--- src/hw/rtl/sfl_pkg.sv ---
`timescale 1ns / 1ps
// Shared constants, types and the coefficient table of the stereo low-pass FIR.
// Used by the sequencer top level and by the multiply-accumulate datapath.
package sfl_pkg;

    // Filter geometry and number formats.
    localparam int SAMPLE_WIDTH = 16;
    localparam int TAPS         = 42;
    localparam int STORED_COEFS = 42;
    localparam int COEF_W       = 16;
    localparam int FRAC_BITS    = 15;
    localparam int SLOT_W       = $clog2(TAPS);
    localparam int PROD_W       = SAMPLE_WIDTH + COEF_W;
    localparam int ACC_W        = PROD_W + $clog2(TAPS) + 1;

    // Control that the sequencer hands to the datapath each cycle.
    typedef struct packed {
        logic              clear;  // start of a new frame, zero the accumulators
        logic              valid;  // a history word is on the read data
        logic              hit;    // the history entry has been written since reset
        logic [SLOT_W-1:0] tap;    // tap number of that history word
    } mac_ctrl_t;

    // Q1.15 low-pass coefficients, symmetric; taps past the table weigh zero.
    function automatic logic signed [COEF_W-1:0] coef_of(input int k);
        logic signed [COEF_W-1:0] c;
        int m;
        m = (k < (STORED_COEFS / 2)) ? k : (STORED_COEFS - 1 - k);
        if (k >= STORED_COEFS || k < 0) begin
            m = -1;
        end
        case (m)
            0:       c = -16'sd224;
            1:       c = -16'sd145;
            2:       c = -16'sd174;
            3:       c = -16'sd191;
            4:       c = -16'sd190;
            5:       c = -16'sd163;
            6:       c = -16'sd105;
            7:       c = -16'sd11;
            8:       c = 16'sd123;
            9:       c = 16'sd297;
            10:      c = 16'sd511;
            11:      c = 16'sd758;
            12:      c = 16'sd1033;
            13:      c = 16'sd1325;
            14:      c = 16'sd1623;
            15:      c = 16'sd1913;
            16:      c = 16'sd2182;
            17:      c = 16'sd2416;
            18:      c = 16'sd2604;
            19:      c = 16'sd2734;
            20:      c = 16'sd2802;
            default: c = '0;
        endcase
        return c;
    endfunction

endpackage

--- src/hw/rtl/sfl_mac.sv ---
`timescale 1ns / 1ps
// Two-channel multiply-accumulate datapath with truncation and saturation.
// Depends on sfl_pkg for widths, the control struct and the coefficient table.
module sfl_mac
    import sfl_pkg::*;
(
    input  logic                           clk,
    input  logic                           rst_n,
    input  mac_ctrl_t                      ctrl,
    input  logic [2*SAMPLE_WIDTH-1:0]      rd_data,
    output logic                           busy,
    output logic signed [SAMPLE_WIDTH-1:0] left_res,
    output logic signed [SAMPLE_WIDTH-1:0] right_res
);

    localparam logic signed [ACC_W-1:0] SAT_HI = ACC_W'((64'sd1 <<< (SAMPLE_WIDTH - 1)) - 64'sd1);
    localparam logic signed [ACC_W-1:0] SAT_LO = -SAT_HI - ACC_W'(1);

    logic signed [SAMPLE_WIDTH-1:0] left_smp;
    logic signed [SAMPLE_WIDTH-1:0] right_smp;
    logic signed [COEF_W-1:0]       coef;
    logic signed [PROD_W-1:0]       prod_l_reg;
    logic signed [PROD_W-1:0]       prod_r_reg;
    logic                           prod_vld_reg;
    logic signed [ACC_W-1:0]        acc_l_reg;
    logic signed [ACC_W-1:0]        acc_r_reg;

    // Divide by 2^15 toward zero, then clamp to the sample range.
    function automatic logic signed [SAMPLE_WIDTH-1:0] finish(
        input logic signed [ACC_W-1:0] acc
    );
        logic signed [ACC_W-1:0] biased;
        logic signed [ACC_W-1:0] q;
        logic signed [SAMPLE_WIDTH-1:0] r;
        biased = acc + $signed({{(ACC_W - FRAC_BITS){1'b0}}, {FRAC_BITS{acc[ACC_W-1]}}});
        q = biased >>> FRAC_BITS;
        if (q > SAT_HI) begin
            r = SAT_HI[SAMPLE_WIDTH-1:0];
        end
        else if (q < SAT_LO) begin
            r = SAT_LO[SAMPLE_WIDTH-1:0];
        end
        else begin
            r = q[SAMPLE_WIDTH-1:0];
        end
        return r;
    endfunction

    // Entries never written since reset read as zero.
    assign left_smp  = ctrl.hit ? $signed(rd_data[2*SAMPLE_WIDTH-1:SAMPLE_WIDTH]) : '0;
    assign right_smp = ctrl.hit ? $signed(rd_data[SAMPLE_WIDTH-1:0]) : '0;
    assign coef      = coef_of(int'(ctrl.tap));

    // Product stage: one multiplier per channel, registered.
    always_ff @(posedge clk or negedge rst_n)
    begin
        if (!rst_n)
        begin
            prod_vld_reg <= 1'b0;
        end
        else
        begin
            prod_vld_reg <= ctrl.valid && !ctrl.clear;
        end
    end

    always_ff @(posedge clk)
    begin
        prod_l_reg <= left_smp * coef;
        prod_r_reg <= right_smp * coef;
    end

    // Accumulate stage.
    always_ff @(posedge clk)
    begin
        if (ctrl.clear)
        begin
            acc_l_reg <= '0;
            acc_r_reg <= '0;
        end
        else if (prod_vld_reg)
        begin
            acc_l_reg <= acc_l_reg + ACC_W'(prod_l_reg);
            acc_r_reg <= acc_r_reg + ACC_W'(prod_r_reg);
        end
    end

    assign busy      = prod_vld_reg;
    assign left_res  = finish(acc_l_reg);
    assign right_res = finish(acc_r_reg);

endmodule

--- src/hw/rtl/stereo_fir_lowpass.sv ---
`timescale 1ns / 1ps
// Top level of the stereo 42-tap low-pass FIR: history memory and tap sequencer.
// Depends on sfl_pkg and instantiates sfl_mac.
//
// A stereo frame beat is taken when in_valid is high and in_stall is low. With
// filtering on, the frame is written into a 42-entry history memory that holds
// both channels in one word, and the taps are then read back one per cycle
// through the memory's single read port and multiplied by the shared Q1.15
// coefficient on both channels at once. The filtered frame is loaded into the
// output register once every tap read has passed the read, multiply and
// accumulate pipeline, and the next frame can be taken after that. With
// filtering off, the input frame appears on the output in the cycle after it
// is accepted and the history is left untouched. A finished frame waits in the
// output register while the next frame is already being filtered; the sum of
// that next frame waits for the output register to free. The history reads as
// zero after reset through a valid bit per entry, so no clearing pass is
// needed. filter_enable resets to 1; the user writes it through cfg_we and
// cfg_data only while the block is idle; the block itself does not enforce
// this.
module stereo_fir_lowpass
    import sfl_pkg::*;
(
    input  logic                           clk,
    input  logic                           rst_n,
    input  logic                           cfg_we,
    input  logic                           cfg_data,
    input  logic                           in_valid,
    output logic                           in_stall,
    input  logic signed [SAMPLE_WIDTH-1:0] left_in,
    input  logic signed [SAMPLE_WIDTH-1:0] right_in,
    output logic                           out_valid,
    input  logic                           out_stall,
    output logic signed [SAMPLE_WIDTH-1:0] left_out,
    output logic signed [SAMPLE_WIDTH-1:0] right_out
);

    typedef enum logic [1:0] {
        ST_IDLE,
        ST_RUN,
        ST_DRAIN
    } state_t;

    localparam logic [SLOT_W-1:0] LAST_SLOT = SLOT_W'(TAPS - 1);

    state_t                         state_reg;
    logic                           filter_enable_reg;
    logic [SLOT_W-1:0]              pos_reg;
    logic [SLOT_W-1:0]              rd_slot_reg;
    logic [SLOT_W-1:0]              tap_reg;
    logic [SLOT_W-1:0]              rd_tap_reg;
    logic                           rd_valid_reg;
    logic                           rd_hit_reg;
    logic [2*SAMPLE_WIDTH-1:0]      rd_data_reg;
    logic [2*SAMPLE_WIDTH-1:0]      hist_mem [TAPS];
    logic [TAPS-1:0]                hist_vld_reg;
    logic                           out_valid_reg;
    logic signed [SAMPLE_WIDTH-1:0] left_out_reg;
    logic signed [SAMPLE_WIDTH-1:0] right_out_reg;
    logic                           out_free;
    logic                           in_beat;
    logic                           hist_we;
    logic                           echo_load;
    logic                           drain_done;
    logic                           out_load;
    logic                           mac_busy;
    logic signed [SAMPLE_WIDTH-1:0] left_res;
    logic signed [SAMPLE_WIDTH-1:0] right_res;
    mac_ctrl_t                      mac_ctrl;

    // Handshake: the output register frees when it is empty or being taken.
    // Only an echoed frame needs the output register at the accept edge.
    assign out_free   = !out_valid_reg || !out_stall;
    assign in_stall   = (state_reg != ST_IDLE) || (!filter_enable_reg && !out_free);
    assign in_beat    = in_valid && !in_stall;
    assign hist_we    = in_beat && filter_enable_reg;
    assign echo_load  = in_beat && !filter_enable_reg;
    assign drain_done = (state_reg == ST_DRAIN) && !rd_valid_reg && !mac_busy && out_free;
    assign out_load   = echo_load || drain_done;

    // Configuration register.
    always_ff @(posedge clk or negedge rst_n)
    begin
        if (!rst_n)
        begin
            filter_enable_reg <= 1'b1;
        end
        else if (cfg_we)
        begin
            filter_enable_reg <= cfg_data;
        end
    end

    // History memory: one write port, one registered read port.
    always_ff @(posedge clk)
    begin
        if (hist_we)
        begin
            hist_mem[pos_reg] <= {left_in, right_in};
        end
        rd_data_reg <= hist_mem[rd_slot_reg];
    end

    // Per-entry written flags and the read-side tags that travel with the data.
    always_ff @(posedge clk or negedge rst_n)
    begin
        if (!rst_n)
        begin
            hist_vld_reg <= '0;
            rd_hit_reg   <= 1'b0;
            rd_valid_reg <= 1'b0;
            rd_tap_reg   <= '0;
        end
        else
        begin
            if (hist_we)
            begin
                hist_vld_reg[pos_reg] <= 1'b1;
            end
            rd_hit_reg   <= hist_vld_reg[rd_slot_reg];
            rd_valid_reg <= (state_reg == ST_RUN);
            rd_tap_reg   <= tap_reg;
        end
    end

    // Sequencer: walks the taps from the newest sample back, then drains.
    always_ff @(posedge clk or negedge rst_n)
    begin
        if (!rst_n)
        begin
            state_reg     <= ST_IDLE;
            pos_reg       <= '0;
            rd_slot_reg   <= '0;
            tap_reg       <= '0;
            out_valid_reg <= 1'b0;
            left_out_reg  <= '0;
            right_out_reg <= '0;
        end
        else
        begin
            if (out_load)
            begin
                out_valid_reg <= 1'b1;
            end
            else if (!out_stall)
            begin
                out_valid_reg <= 1'b0;
            end
            unique case (state_reg)
                ST_IDLE:
                begin
                    if (in_beat)
                    begin
                        if (filter_enable_reg)
                        begin
                            state_reg   <= ST_RUN;
                            rd_slot_reg <= pos_reg;
                            tap_reg     <= '0;
                        end
                        else
                        begin
                            left_out_reg  <= left_in;
                            right_out_reg <= right_in;
                        end
                    end
                end
                ST_RUN:
                begin
                    rd_slot_reg <= (rd_slot_reg == '0) ? LAST_SLOT : rd_slot_reg - 1'b1;
                    tap_reg     <= tap_reg + 1'b1;
                    if (tap_reg == LAST_SLOT)
                    begin
                        state_reg <= ST_DRAIN;
                        pos_reg   <= (pos_reg == LAST_SLOT) ? '0 : pos_reg + 1'b1;
                    end
                end
                ST_DRAIN:
                begin
                    if (drain_done)
                    begin
                        state_reg     <= ST_IDLE;
                        left_out_reg  <= left_res;
                        right_out_reg <= right_res;
                    end
                end
                default:
                begin
                    state_reg <= ST_IDLE;
                end
            endcase
        end
    end

    // Datapath control for this cycle's read data.
    assign mac_ctrl.clear = hist_we;
    assign mac_ctrl.valid = rd_valid_reg;
    assign mac_ctrl.hit   = rd_hit_reg;
    assign mac_ctrl.tap   = rd_tap_reg;

    sfl_mac u_mac (
        .clk       (clk),
        .rst_n     (rst_n),
        .ctrl      (mac_ctrl),
        .rd_data   (rd_data_reg),
        .busy      (mac_busy),
        .left_res  (left_res),
        .right_res (right_res)
    );

    assign out_valid = out_valid_reg;
    assign left_out  = left_out_reg;
    assign right_out = right_out_reg;

endmodule

--- config.mk ---
export PLATFORM = sky130hd
export DESIGN_NAME = stereo_fir_lowpass
export DESIGN_NICKNAME = d
export VERILOG_FILES = /design/src/hw/rtl/sfl_pkg.sv /design/src/hw/rtl/sfl_mac.sv /design/src/hw/rtl/stereo_fir_lowpass.sv
export SDC_FILE = /design/constraint.sdc
export NUM_CORES = 2
export LEC_CHECK = 0
export BUFFER_PORTS_ARGS = -buffer_cell sky130_fd_sc_hd__clkbuf_2
export CAP_MARGIN = 20
export CORE_ASPECT_RATIO = 0.7
export CORE_UTILIZATION = 35
export DETAILED_ROUTE_END_ITERATION = 16
export SLEW_MARGIN = 25
export SYNTH_ARGS = -nofsm -noshare
export SYNTH_HDL_FRONTEND = slang
export SYNTH_SLANG_ARGS = --single-unit
--- constraint.sdc ---
create_clock -name clk -period 10.16 [get_ports clk]
set_clock_uncertainty 0.05 [all_clocks]
set_input_delay 0.508 -clock clk [delete_from_list [all_inputs] [get_ports clk]]
set_output_delay 0.508 -clock clk [all_outputs]
set_load 0.01 [all_outputs]
# == Yosys cells after proc, flatten, opt, wreduce, memory -nomap -nowiden ==
# Memories as Yosys holds them, arrays and structs flattened. A register that Yosys moved wholly into a read port is not among the register bits.
# Index checks and enable logic that the tools add are counted.
# classes
add_sub_neg,8
mul,2
magnitude_cmp,9
eq_ne,10
muxes,38
bitwise_logic,1
n_reduce_logical,30
# ops
operator,count
$mux 16,13
$add 39x16->39,2
$add 39x32->39,2
$mul 16x16->32,2
$mux 32,2
$pmux 16 s2,2
$gt 24x16->1 const B,2
$lt 24x16->1 const B,2
$or 42x42->42,1
$mux 6,6
$logic_not 27->1,1
$pmux 6 s2,2
$lt 6x7->1 const B,2
$add 6x1->6 const B,2
$eq 6x6->1 const B,2
$logic_and 1x1->1,9
$logic_not 1->1,8
$mux 2,4
$ne 2x2->1 const B,4
$reduce_and 4->1,2
$sub 6x6->7 const A,1
$bmux 1 s6,1
$demux 1 s6,1
$ge 6x1->1 const B,1
other kinds (14),24
# totals
register_bits,247
mem_bits_rw,1344
rom_bits,512
elab_cells,117
memories,2
# memory_table
name,depth,word_bits,rd,rd_clocked_by_memory_dff,write_ports,line_no,text
hist_mem,42,32,1,1,1,stereo_fir_lowpass.sv:54,logic [2*SAMPLE_WIDTH-1:0] hist_mem [TAPS];
(no name shown),32,16,1,0,0,sfl_pkg.sv:32,case (m)

# == Logic depth before layout (Yosys ltp) ==
# logic_depth
depth_word,10
mapped_depth,37

# == Hierarchy ==
# Synthesis repeated with hierarchy kept, for this count alone.
# unflattened
hier_cells,6153
area_unflattened_um2,85881.1
# by_module_without_submodules
module,instances,cells_per_inst,area_per_inst_um2,seq_area_each_um2
stereo_fir_lowpass,1,2738,56733.2,43603.1
sfl_mac,1,3415,29148.0,2867.8

# == Least setup slack after synthesis ==
# OpenSTA, ideal clock, no wires.
# synth_timing
kind,reg2reg
start,register rd_tap_reg[4]
end,register u_mac.prod_r_reg[31]
t_arrival_ps,8365
t_required_ps,10038
path_slack_ps,1672
stages_incl_launch_ff,31
n_path_buf,1
synth_period_minus_slack_ps,8488
cell_sequence,dfrtp_1 -> a21o_1 -> a21oi_1 -> inv_1 -> ha_1 -> nor2_1 -> nor3_1 -> o221ai_1 -> clkbuf_1 -> nor2_1 -> fa_1 -> inv_1 -> fa_1 -> fa_1 -> fa_1 -> inv_1 -> fa_1 -> inv_1 -> fa_1 -> inv_1 -> ha_1 -> a21o_1 -> a21o_1 -> or3_1 -> a41o_1 -> a311oi_2 -> o221ai_1 -> a211o_1 -> a31o_2 -> a21oi_1 -> xnor2_1
# synth_via
elab_chain_len,6
elab_cells_between_ends,9
classes_between,add/sub: 1; mul: 1; order compare: 2; mux: 3; reduce/logical: 1; memory: 1
# synth_lines
element,line_no,text
"start, declared",stereo_fir_lowpass.sv:50,logic [SLOT_W-1:0] rd_tap_reg;
"start signal, assigned",stereo_fir_lowpass.sv:121,rd_tap_reg <= tap_reg;
$sub 6x6->7 / $lt 6x5->1 (equally long branches),sfl_pkg.sv:28,m = (k < (STORED_COEFS / 2)) ? k : (STORED_COEFS - 1 - k);
$mux 32,sfl_pkg.sv:28,
$mux 32 (*),sfl_pkg.sv:29,if (k >= STORED_COEFS || k < 0) begin
$mem_v2 32x16 / $logic_not 27->1 (equally long branches),-,
$mux 16 (*),sfl_pkg.sv:32,
$mul 16x16->32 (*),sfl_mac.sv:70,prod_r_reg <= right_smp * coef;
"end signal, assigned",sfl_mac.sv:70,
"end, declared",sfl_mac.sv:23,logic signed [PROD_W-1:0] prod_r_reg;
# Every way passes the cells marked *; elsewhere a longest branch is shown, timed or not.
# A chain may end at the register's enable or synchronous reset.

# == Worst setup path after layout ==
# layout_timing
start,register rd_tap_reg[1]
end,register u_mac.prod_r_reg[31]
# The elaborated chain is that of the path after synthesis.

==> results.tsv <==
metric	value	unit
synth_mux_area_share	9.83	%
p_leak	0.0368	uW
clk_path_buf_depth	4	
yosys_warnings	0	
clk_pin_slew	0.06	ns
port-buffer-count	71	
synth_adder_area_share	16.3	%
max_freq	0.105	GHz
slew_viol_final	0	
die_x	594	um
drt-vias-per-instance	5.37	
synth_top_cell_area_share	47.0	%
seq_area_frac_synth	54.2	%
path_common_cell	fa_1	
routabilityCongestion	0.893	
crit_slowest_cell	o32ai_1	
dr_total_vias	52400	
grt_start_max_net_pins	108	
ant_nets	0	
dpl.hpwl	154000	um
power_density	308	mW/mm^2
io_pins	72	
cts-root-buf	clkbuf_16	
post-cts-setup-buffer-count	0	
tightest_slew	1.09	ns
start_util	35.3	%
wl	235000	um
ys_async_sr_fraction	6.47	%
synth_common_cells	1344 x edfxtp_1, 675 x inv_1, 523 x nor2_1	
syn_nets	7176	
synthXorXnorAreaFrac	1.63	%
finalNonFillerCells	9756	
syn_to_final_growth	11.7	%
numCtsBuffers	168	
synth-compound-area-share	6.84	%
min_period	9.53	ns
rsz0062_at_grt	false	
irDropWorstVdd	0.293	mV
synth_ff_type	edfxtp_1	
yosysUniqueCellTypes	92	
netlist_area	0.0858	sq mm
grt_pass1_vias	52200	
row_count	151	
tritoncts	yes	
final_nets	7258	
setup_tns	0	ns
worstPathArrival	10.14	ns
htree_levels	4	
yosys.area_share.simple	6.98	%
placed_cells	9456	
clk_latency	0.85	ns
drtIter0Drc	6008	
end_kind	flop	
wire_per_inst	24.1	um
synth.most_common_cell	edfxtp_1	
maxCapViolCount	0	
syn_area_per_cell	13.5	sq um
synth.area.top_cells	edfxtp_1 47%, fa_1 12%, mux4_2 6.2%	
synth_top_family_by_area	adder cells	
hold_viol	0	
core	0.243	sq mm
synth_area_leader_cell	edfxtp_1	
finalCritPeriodShare	93.8	%
die_area	0.247	sq mm
drt_pass1_iterations	6	
layout-drive-gt1-share	12.6	%
slew_headroom	27.3	%
cp-start-kind	flop	
die_h	416	um
synth_edf_count	1344	
hp-class	primary input to async pin	
antenna_found_initial	23	
grt_usage	18.9	%
largest_reg_flops	1344	
crit_path_max_incr_delay	0.73	ns
grt-ovfl-total	0	
finalSetupViolations	0	
synthCells	6335	
clock_sinks	1623	
grt_pass1_wl	350000	um
crit_type	flop to flop	
synth_seq_cells	1623	
cp.required	10.77	ns
outcome	finished clean	
route.detailed.drc	0	
critPathMaxFanout	16	
kinds of logic (layout without fill, tap and decap cells):
| kind of cell | Yosys count | count (layout) |
|---|---|---|
| simple gates | 1333 | 1333 |
| compound gates | 908 | 908 |
| xor+xnor | 160 | 160 |
| fa+ha+maj | 803 | 803 |
| other cells | 0 | 2 |
| mux | 545 | 545 |
| flops | 1623 | 1623 |
| buf+inv | 963 | 1169 |
cell type report:
class / instances / area, sq um
flip-flops and latches: 1623 / 46500
clock buffers: 226 / 4580
fillers: 22500 / 147000
clock inverters: 68 / 722
diodes: 2 / 5.00
inverters: 675 / 2530
repair buffers: 200 / 1420
multi-input cells: 3749 / 36000
well taps: 3213 / 4020
worst paths after layout:
path                       slack [ns]              endpoint  depth (start not counted)     startpoint
setup / recovery                 0.63  u_mac.prod_r_reg[31]                         33  rd_tap_reg[1]
hold / removal                   0.13       hist_vld_reg[0]                          2          rst_n
setup reg to reg                 0.63  u_mac.prod_r_reg[31]                         33  rd_tap_reg[1]
hold reg to reg                  0.39         rd_tap_reg[5]                          0     tap_reg[5]
max in group asynchronous        8.08            u_mac.busy                          4          rst_n
min in group clk                 0.19      hist_mem[18][28]                          2    left_in[12]
through the flow:
stage | hold slack, ns | utilization, % | total power [uW] | setup WS (ns) | instance area [sq um]
final | 0.127 | 39.5 | 29500 | 0.630 | 95800
after floorplan | 0.162 | - | 19000 | 1.67 | 85800
after detailed placement | 0.331 | 37.3 | 23500 | 0.470 | 90500
after global routing | 0.0943 | 39.5 | 31600 | 0.165 | 95800
after global placement | 0.327 | 37.3 | 23300 | 0.763 | 90500
after CTS | 0.104 | 39.5 | 29600 | 0.441 | 95800
critical path, delay by kind of cell, from the launching register on:
family / cells / cell delay (ns)
buf+inv: 5 / 0.43
compound gates: 11 / 3.05
xor+xnor: 2 / 0.21
simple gates: 7 / 1.77
fa+ha+maj: 8 / 3.45
flops: 1 / 0.40
cell usage in the layout (no fill, tap or decap), types with 13 or more instances in the layout:
| cell | netlist | final |
|---|---|---|
| edfxtp_1 | 1344 | 1344 |
| clkbuf_2 | 0 | 69 |
| a22o_1 | 23 | 23 |
| nor2b_1 | 46 | 45 |
| clkinv_1 | 0 | 18 |
| nor2_4 | 0 | 42 |
| nand3_1 | 65 | 65 |
| mux2i_1 | 292 | 292 |
| a211oi_1 | 51 | 51 |
| inv_1 | 675 | 675 |
| or2_2 | 55 | 54 |
| nand4_1 | 24 | 24 |
| and3_1 | 21 | 20 |
| o22ai_1 | 64 | 64 |
| mux4_2 | 236 | 236 |
| fa_1 | 522 | 522 |
| o21ai_0 | 181 | 181 |
| nand2b_1 | 25 | 23 |
| mux2_2 | 17 | 17 |
| bufinv_16 | 0 | 13 |
| xnor2_1 | 116 | 116 |
| and2_1 | 47 | 47 |
| dfxtp_1 | 174 | 174 |
| nor3_1 | 72 | 72 |
| dfrtp_1 | 104 | 96 |
| o221ai_1 | 80 | 79 |
| clkbuf_16 | 0 | 170 |
| xor2_1 | 44 | 44 |
| ha_1 | 281 | 281 |
| a31oi_1 | 16 | 16 |
| clkbuf_1 | 196 | 44 |
| a21oi_1 | 274 | 273 |
| clkinv_2 | 0 | 23 |
| o21bai_1 | 15 | 15 |
| or3_1 | 50 | 50 |
| a21o_1 | 69 | 69 |
| buf_4 | 0 | 119 |
| nand2_1 | 372 | 371 |
| o21a_1 | 24 | 24 |
| nor2_1 | 523 | 479 |
layer usage:
layer	vias to the layer above	wire length, um	GRT usage, %
li1	22900	-	-
met1	27000	108000	29.3
met2	2243	98400	27.1
met3	267	23000	3.82
met4	2	5340	4.38
met5	-	13	0
what timing repair did:
action / in CTS / in global routing
hold endpoints to repair: 22 / 0
resized for setup: 0 / 1
hold buffers: 4 / 0
endpoints found under the setup margin: 0 / 1
power breakdown:
| part | total, uW | leakage, uW | internal, uW | switching, uW |
|---|---|---|---|---|
| sequential | 8590 | 0.0149 | 7770 | 821 |
| combinational | 14900 | 0.0193 | 5840 | 9030 |
| clock | 6090 | 0.00259 | 3500 | 2600 |
| total | 29500 | 0.0368 | 17100 | 12400 |
Power figures use the tool's default switching activity.
